[src/hdl/sha256bc_pkg.sv]
`default_nettype none

package sha256bc_pkg;

   localparam int unsigned WORD_W   = 32;
   localparam int unsigned WIN_LEN  = 16;
   localparam int unsigned NUM_HASH = 8;
   localparam int unsigned ROUNDS   = 64;

   typedef logic [WORD_W-1:0] word_type;

   typedef struct packed {
      logic [31:0] msg_word;
      logic        first_block;
      logic        final_block;
   } req_type;

   typedef struct packed {
      logic [31:0] digest_word;
      logic [2:0]  word_index;
      logic        last_word;
   } rsp_type;

   // Controls from the sequencer to the schedule window.
   typedef struct packed {
      logic load_word;
      logic expand;
   } sched_ctl_type;

   // Controls from the sequencer to the round datapath.
   typedef struct packed {
      logic load;
      logic use_iv;
      logic round;
      logic fold;
   } round_ctl_type;

   localparam word_type INIT_HASH [NUM_HASH] = '{
      32'h6a09e667, 32'hbb67ae85, 32'h3c6ef372, 32'ha54ff53a,
      32'h510e527f, 32'h9b05688c, 32'h1f83d9ab, 32'h5be0cd19
   };

   localparam word_type ROUND_K [ROUNDS] = '{
      32'h428a2f98, 32'h71374491, 32'hb5c0fbcf, 32'he9b5dba5,
      32'h3956c25b, 32'h59f111f1, 32'h923f82a4, 32'hab1c5ed5,
      32'hd807aa98, 32'h12835b01, 32'h243185be, 32'h550c7dc3,
      32'h72be5d74, 32'h80deb1fe, 32'h9bdc06a7, 32'hc19bf174,
      32'he49b69c1, 32'hefbe4786, 32'h0fc19dc6, 32'h240ca1cc,
      32'h2de92c6f, 32'h4a7484aa, 32'h5cb0a9dc, 32'h76f988da,
      32'h983e5152, 32'ha831c66d, 32'hb00327c8, 32'hbf597fc7,
      32'hc6e00bf3, 32'hd5a79147, 32'h06ca6351, 32'h14292967,
      32'h27b70a85, 32'h2e1b2138, 32'h4d2c6dfc, 32'h53380d13,
      32'h650a7354, 32'h766a0abb, 32'h81c2c92e, 32'h92722c85,
      32'ha2bfe8a1, 32'ha81a664b, 32'hc24b8b70, 32'hc76c51a3,
      32'hd192e819, 32'hd6990624, 32'hf40e3585, 32'h106aa070,
      32'h19a4c116, 32'h1e376c08, 32'h2748774c, 32'h34b0bcb5,
      32'h391c0cb3, 32'h4ed8aa4a, 32'h5b9cca4f, 32'h682e6ff3,
      32'h748f82ee, 32'h78a5636f, 32'h84c87814, 32'h8cc70208,
      32'h90befffa, 32'ha4506ceb, 32'hbef9a3f7, 32'hc67178f2
   };

   function automatic word_type rotr(input word_type x, input int unsigned n);
      return (x >> n) | (x << (WORD_W - n));
   endfunction

   function automatic word_type small_sigma0(input word_type x);
      return rotr(x, 7) ^ rotr(x, 18) ^ (x >> 3);
   endfunction

   function automatic word_type small_sigma1(input word_type x);
      return rotr(x, 17) ^ rotr(x, 19) ^ (x >> 10);
   endfunction

   function automatic word_type big_sigma0(input word_type x);
      return rotr(x, 2) ^ rotr(x, 13) ^ rotr(x, 22);
   endfunction

   function automatic word_type big_sigma1(input word_type x);
      return rotr(x, 6) ^ rotr(x, 11) ^ rotr(x, 25);
   endfunction

   function automatic word_type choose(input word_type e, input word_type f,
                                       input word_type g);
      return (e & f) ^ (~e & g);
   endfunction

   function automatic word_type majority(input word_type a, input word_type b,
                                         input word_type c);
      return (a & b) ^ (a & c) ^ (b & c);
   endfunction

endpackage

`default_nettype wire

[src/hdl/sha256bc_sched.sv]
`default_nettype none

// Sixteen-word message schedule window. Words shift in at the top; during
// compression each step retires W[t] and appends W[t+16].
module sha256bc_sched
   import sha256bc_pkg::*;
(
   input  wire logic          clock,
   input  wire sched_ctl_type ctl,
   input  wire word_type      msg_word,
   output      word_type      w_cur
);

   word_type win_ff [WIN_LEN];
   word_type new_word;

   always_comb begin
      if (ctl.load_word) begin
         new_word = msg_word;
      end else begin
         new_word = win_ff[0] + small_sigma0(win_ff[1]) + win_ff[9]
                    + small_sigma1(win_ff[14]);
      end
   end

   always_ff @(posedge clock) begin
      if (ctl.load_word || ctl.expand) begin
         for (int i = 0; i < WIN_LEN - 1; i++) begin
            win_ff[i] <= win_ff[i+1];
         end
         win_ff[WIN_LEN-1] <= new_word;
      end
   end

   assign w_cur = win_ff[0];

endmodule

`default_nettype wire

[src/hdl/sha256bc_round.sv]
`default_nettype none

// Working variables, one SHA-256 round per cycle, and the chaining value.
module sha256bc_round
   import sha256bc_pkg::*;
(
   input  wire logic          clock,
   input  wire logic          reset,
   input  wire round_ctl_type ctl,
   input  wire word_type      k_cur,
   input  wire word_type      w_cur,
   input  wire logic [2:0]    rd_index,
   output      word_type      rd_word
);

   word_type work_ff  [NUM_HASH];
   word_type chain_ff [NUM_HASH];
   word_type t1;
   word_type t2;

   always_comb begin
      t1 = work_ff[7] + big_sigma1(work_ff[4])
           + choose(work_ff[4], work_ff[5], work_ff[6]) + k_cur + w_cur;
      t2 = big_sigma0(work_ff[0]) + majority(work_ff[0], work_ff[1], work_ff[2]);
   end

   always_ff @(posedge clock) begin
      if (ctl.load) begin
         for (int i = 0; i < NUM_HASH; i++) begin
            work_ff[i] <= ctl.use_iv ? INIT_HASH[i] : chain_ff[i];
         end
      end else if (ctl.round) begin
         work_ff[7] <= work_ff[6];
         work_ff[6] <= work_ff[5];
         work_ff[5] <= work_ff[4];
         work_ff[4] <= work_ff[3] + t1;
         work_ff[3] <= work_ff[2];
         work_ff[2] <= work_ff[1];
         work_ff[1] <= work_ff[0];
         work_ff[0] <= t1 + t2;
      end
   end

   always_ff @(posedge clock) begin
      if (reset) begin
         for (int i = 0; i < NUM_HASH; i++) begin
            chain_ff[i] <= INIT_HASH[i];
         end
      end else if (ctl.load && ctl.use_iv) begin
         for (int i = 0; i < NUM_HASH; i++) begin
            chain_ff[i] <= INIT_HASH[i];
         end
      end else if (ctl.fold) begin
         for (int i = 0; i < NUM_HASH; i++) begin
            chain_ff[i] <= chain_ff[i] + work_ff[i];
         end
      end
   end

   assign rd_word = chain_ff[rd_index];

endmodule

`default_nettype wire

[src/hdl/sha256_block_compress_core.sv]
`default_nettype none

// Channel   Direction  Ports                               Carries
// request   in         req_valid, req_ready, req_payload   one message word and block flags
// response  out        rsp_valid, rsp_ready, rsp_payload   one digest word with its index
//
// A message word is taken whenever the core is idle. The word that completes a
// block starts the compression rounds on the round unit, followed by a fold step
// that adds the working variables into the chaining value. After a final block
// the eight digest words follow, one per cycle while rsp_ready is high.
// Reset restores the standard initial hash value and clears the sequencer.
module sha256_block_compress_core
   import sha256bc_pkg::*;
(
   input  wire logic    clock,
   input  wire logic    reset,
   input  wire logic    req_valid,
   output      logic    req_ready,
   input  wire req_type req_payload,
   output      logic    rsp_valid,
   input  wire logic    rsp_ready,
   output      rsp_type rsp_payload
);

   // The sequencer states use one-hot codes.
   typedef enum logic [3:0] {
      ST_IDLE  = 4'b0001,
      ST_ROUND = 4'b0010,
      ST_FOLD  = 4'b0100,
      ST_EMIT  = 4'b1000
   } state_type;

   state_type     state_ff, state_in;
   logic [3:0]    word_cnt_ff, word_cnt_in;
   logic [5:0]    round_cnt_ff, round_cnt_in;
   logic [2:0]    out_cnt_ff, out_cnt_in;
   logic          final_ff, final_in;

   logic          req_fire;
   logic          rsp_fire;
   sched_ctl_type sched_ctl;
   round_ctl_type round_ctl;
   word_type      w_cur;
   word_type      rd_word;

   assign req_ready = (state_ff == ST_IDLE);
   assign rsp_valid = (state_ff == ST_EMIT);
   assign req_fire  = req_valid && req_ready;
   assign rsp_fire  = rsp_valid && rsp_ready;

   // The sequencer walks a block through word loading, the round loop, the
   // fold into the chaining value and, for a final block, the digest output.
   always_comb begin
      state_in     = state_ff;
      word_cnt_in  = word_cnt_ff;
      round_cnt_in = round_cnt_ff;
      out_cnt_in   = out_cnt_ff;
      final_in     = final_ff;
      sched_ctl    = '0;
      round_ctl    = '0;

      unique case (state_ff)
         ST_IDLE: begin
            if (req_fire) begin
               sched_ctl.load_word = 1'b1;
               word_cnt_in         = word_cnt_ff + 4'd1;
               // The flags only count on the word that completes the block.
               if (word_cnt_ff == 4'(WIN_LEN - 1)) begin
                  round_ctl.load   = 1'b1;
                  round_ctl.use_iv = req_payload.first_block;
                  final_in         = req_payload.final_block;
                  round_cnt_in     = '0;
                  state_in         = ST_ROUND;
               end
            end
         end
         ST_ROUND: begin
            round_ctl.round = 1'b1;
            sched_ctl.expand = 1'b1;
            round_cnt_in    = round_cnt_ff + 6'd1;
            if (round_cnt_ff == 6'(ROUNDS - 1)) begin
               state_in = ST_FOLD;
            end
         end
         ST_FOLD: begin
            round_ctl.fold = 1'b1;
            out_cnt_in     = '0;
            state_in       = final_ff ? ST_EMIT : ST_IDLE;
         end
         ST_EMIT: begin
            if (rsp_fire) begin
               out_cnt_in = out_cnt_ff + 3'd1;
               if (out_cnt_ff == 3'(NUM_HASH - 1)) begin
                  state_in = ST_IDLE;
               end
            end
         end
         default: begin
            state_in = ST_IDLE;
         end
      endcase
   end

   always_ff @(posedge clock) begin
      if (reset) begin
         state_ff     <= ST_IDLE;
         word_cnt_ff  <= '0;
         round_cnt_ff <= '0;
         out_cnt_ff   <= '0;
         final_ff     <= 1'b0;
      end else begin
         state_ff     <= state_in;
         word_cnt_ff  <= word_cnt_in;
         round_cnt_ff <= round_cnt_in;
         out_cnt_ff   <= out_cnt_in;
         final_ff     <= final_in;
      end
   end

   sha256bc_sched u_sched (
      .clock    (clock),
      .ctl      (sched_ctl),
      .msg_word (req_payload.msg_word),
      .w_cur    (w_cur)
   );

   sha256bc_round u_round (
      .clock    (clock),
      .reset    (reset),
      .ctl      (round_ctl),
      .k_cur    (ROUND_K[round_cnt_ff]),
      .w_cur    (w_cur),
      .rd_index (out_cnt_ff),
      .rd_word  (rd_word)
   );

   // The digest words come straight from the chaining registers, which hold
   // still while the core is in the output state.
   assign rsp_payload.digest_word = rd_word;
   assign rsp_payload.word_index  = out_cnt_ff;
   assign rsp_payload.last_word   = (out_cnt_ff == 3'(NUM_HASH - 1));

endmodule

`default_nettype wire

[config.mk]
export PLATFORM = sky130hd
export DESIGN_NAME = sha256_block_compress_core
export DESIGN_NICKNAME = d
export VERILOG_FILES = /design/src/hdl/sha256bc_pkg.sv /design/src/hdl/sha256bc_sched.sv /design/src/hdl/sha256bc_round.sv /design/src/hdl/sha256_block_compress_core.sv
export SDC_FILE = /design/constraint.sdc
export NUM_CORES = 2
export LEC_CHECK = 0
export BUFFER_PORTS_ARGS = -buffer_cell sky130_fd_sc_hd__buf_2
export CORE_ASPECT_RATIO = 1.75
export CORE_MARGIN = 2
export CORE_UTILIZATION = 31
export DETAILED_ROUTE_END_ITERATION = 12
export PLACE_DENSITY = 0.49
export SKIP_LAST_GASP = 1
export SYNTH_ARGS = -nofsm -noshare
export SYNTH_HDL_FRONTEND = slang
export SYNTH_SLANG_ARGS = --single-unit
export TNS_END_PERCENT = 100
[constraint.sdc]
create_clock -name clock -period 16.4 [get_ports clock]
set_clock_uncertainty 0.2 [all_clocks]
set_input_delay 4.92 -clock clock [delete_from_list [all_inputs] [get_ports clock]]
set_output_delay 4.92 -clock clock [all_outputs]
set_load 0.005 [all_outputs]
==> out/qor.csv <==
stage,metric,value,unit
outcome,status,"finished, final reports clean",
setup_path,worstPathArrival,9790,ps
die,die_w,351,microns
synth,postSynthAreaPerCell,11.5,sq um
setup_path,crit_start,round_cnt_ff[0],
global_routing,grt_pass1_vias,48200,
detailed_routing,routedWlPerCell,27.4,microns
sta,fin_crit_sh,57.9,%
sta,slew_violations,0,
setup_path,worstRegToRegCells,30,
global_routing,grt.total_usage,21.8,%
synth,synth_area,0.0655,sq mm
synth,ys_seq_area_share,47.1,%
detailed_routing,drt_first_iter_violations,3654,
setup_path,crit_path_max_incr_delay,920,ps
layout,nets,6376,
detailed_routing,dr.pass1.iters,6,
cts,clk_latency,760,ps
cts,cts_tree,done,
detailed_routing,m1WireLength,84200,microns
hold_path,hold_path.startpoint,u_sched.win_ff[1][251],
detailed_routing,viasPerCell,5.36,
die,die_area,0.215,sq mm
place,place_area,0.0693,sq mm
detailed_routing,drc,0,
hold_path,min_delay_worst_endpoint,u_sched.win_ff[1][219],
synth,ys_types,92,
setup_path,endpoint_kind,flip-flop,
die,fp.dieH,612,microns
layout,areaGrowthSynthToFinish,11.4,%
die,rows,223,
layout,utilization,34.7,%
global_routing,grt_pass1_wl,338000,microns
detailed_routing,ant_nets,0,
cts,cts_resized,0,
place,routabilityCongestion,0.939,
synth,synth_edf_count,992,
job,drv_cap,0,
synth,synth_seq_cells,1045,
setup_path,critPathRequiredTime,16700,ps
cts,clock-sinks,1045,
setup_path,r2r_start,round_cnt_ff[0],
detailed_routing,wl_met2,130000,microns
place,place_hpwl,183000,microns
sta,min_period,9490,ps
place,portBuffers,75,
detailed_routing,totalWireLength,237000,microns
cts,ctsLongestPathBuffers,3,
layout,final_area,0.0729,sq mm
layout,nFillCells,21000,
cts,root_buffer,clkbuf_16,
global_routing,grt_start_max_net_pins,167,
synth,syn_nets,6348,
sta,maxSlewHeadroom,22.3,%
sta,rsz0062_at_grt,no,
die,core-area,0.210,sq mm
synth,yosys_warnings,0,
cts,path_clk_slew,70,ps
die,start_util,31.1,%
sta,worst_slew_pin_slew,1140,ps
setup_path,ff2ff_setup_slack,6910,ps
setup_path,timing.rr.end,u_round.work_ff[0][29],
synth,postSynthCellCount,5715,
cts,postCtsSetupBuffers,0,
setup_path,worstSetupPathType,reg -> reg,
detailed_routing,top_layer,met4,
pwr,p_per_area,119,mW/mm^2
cts,numCtsBuffers,109,
synth,ys.flop_type,edfxtp_1,
global_routing,grt-ovfl-total,0,
synth,async_flop_share,0,%
global_routing,antenna_found_initial,5,
hold_path,hold-path-cell-count,0,
sta,hold_viol_final,0,
setup_path,critPathLaunchType,flip-flop,
sta,max_freq,105,MHz
setup_path,cp_max_fo,19,
setup_path,critPathSlowestCell,ha_1,
sta,setup_viol,0,
detailed_routing,route.met3.wl,7920,microns
pwr,vdd_drop_max,0.107,mV
die,io_pins,76,
detailed_routing,dr_total_vias,46300,
cts,h-tree-depth,3,
cts,holdBufCountCts,0,
hold_path,hold_class,reg -> reg,
layout,drive_gt1_share,8.79,%
sta,tns,0,ps
pwr,leakagePower,27.3,nW
## cell type report
class / count / area, sq um / area share, %
multi-input combinational: 4082 / 32500 / 44.6
sequential: 1045 / 30900 / 42.3
tap: 2812 / 3520 / 4.83
clock buffer: 125 / 2810 / 3.85
inverter: 330 / 1240 / 1.70
timing repair buffer: 175 / 1140 / 1.56
clock inverter: 78 / 825 / 1.13
antenna: 1 / 2.50 / 0.00343
## worst max-delay path, delay by kind of cell (launching register included)
family / cells / cell delay [ps]
AND/OR/NAND/NOR: 8 / 1510
XOR/XNOR: 1 / 230
buffers and inverters: 3 / 640
flip-flops: 1 / 310
AO/OA/AOI/OAI: 13 / 3750
adder cells (fa/ha/maj): 5 / 2590
## synthesized netlist by cell type, drive strengths merged (43+ instances only)
master    n  area, sq um
xnor2   374         3280
edfxtp  992        29800
a21o    186         1400
nand2   377         1420
mux4     71         1600
nand2b   51          319
a22o     89          780
fa      197         3940
nor3     77          395
o22a    108          946
mux2i    50          500
o21ai   300         1510
inv     328         1230
dfxtp    53         1060
a211oi   46          350
nor2b    54          338
xor2    184         1610
o21a     47          353
ha      398         4980
o21bai   43          323
a21oi   404         2020
nor2    381         1430
a31oi    45          303
clkbuf  226          848
nand3    95          475
## how the worst max path moves through the flow
stage                        endpoint  slack, ps  cells after the start
2_1_floorplan    u_sched.win_ff[0][0]       4150                      3
3_3_place_gp   u_round.work_ff[0][29]       7010                     30
3_5_place_dp   u_round.work_ff[0][29]       6920                     30
4_1_cts        u_round.work_ff[0][29]       6890                     30
5_1_grt        u_round.work_ff[0][29]       6360                     30
6_report       u_round.work_ff[0][29]       6910                     30
## layout by cell type (no fill, tap or decap), drive strengths merged, types with 77 or more instances in the layout
cell type,instances
nand2,377
buf,175
nor2,381
o21ai,300
o22a,108
ha,398
fa,197
a21o,186
nor3,77
edfxtp,992
xor2,184
a22o,89
nand3,95
a21oi,404
clkbuf,125
xnor2,374
inv,334
## through the flow
step           setup slack [ps]  total power [mW]  hold slack, ps  instances
3_5_place_dp               6920              6.06             205       8444
4_1_cts                    6890              8.72             202       8647
6_report                   6910              8.64             190       8648
3_3_place_gp               7010              6.05             201       8444
2_1_floorplan              4150              5.26             200       5715
5_1_grt                    6360              9.10             211       8648
## flip-flops by register name, summed over array words and instances (netlist names), named ones only
register	flops
u_round.work_ff	256
round_cnt_ff	6
u_round.chain_ff	256
u_sched.win_ff	512
state_ff	4
word_cnt_ff	4
out_cnt_ff	3
final_ff	1
## report_power, final
| group | total [mW] | switching (mW) | internal [mW] |
|---|---|---|---|
| logic | 2.74 | 1.62 | 1.12 |
| registers | 3.28 | 0.128 | 3.15 |
| clock network | 2.62 | 1.18 | 1.44 |
## cell families after synthesis
group           Yosys count  synth area share [%]
compound gates         1516                  15.5
simple gates           1231                  8.69
flops                  1045                  47.1
fa+ha+maj               618                  14.0
buf+inv                 588                  3.37
xor+xnor                558                  7.47
mux                     159                  3.86
## routing by layer
layer	track usage [%]	vias up
met5	0	-
met1	22.8	23600
met4	12.4	0
li1	-	21100
met3	1.99	415
met2	41.9	1231
No activity file was read; power rests on OpenSTA's default activity.
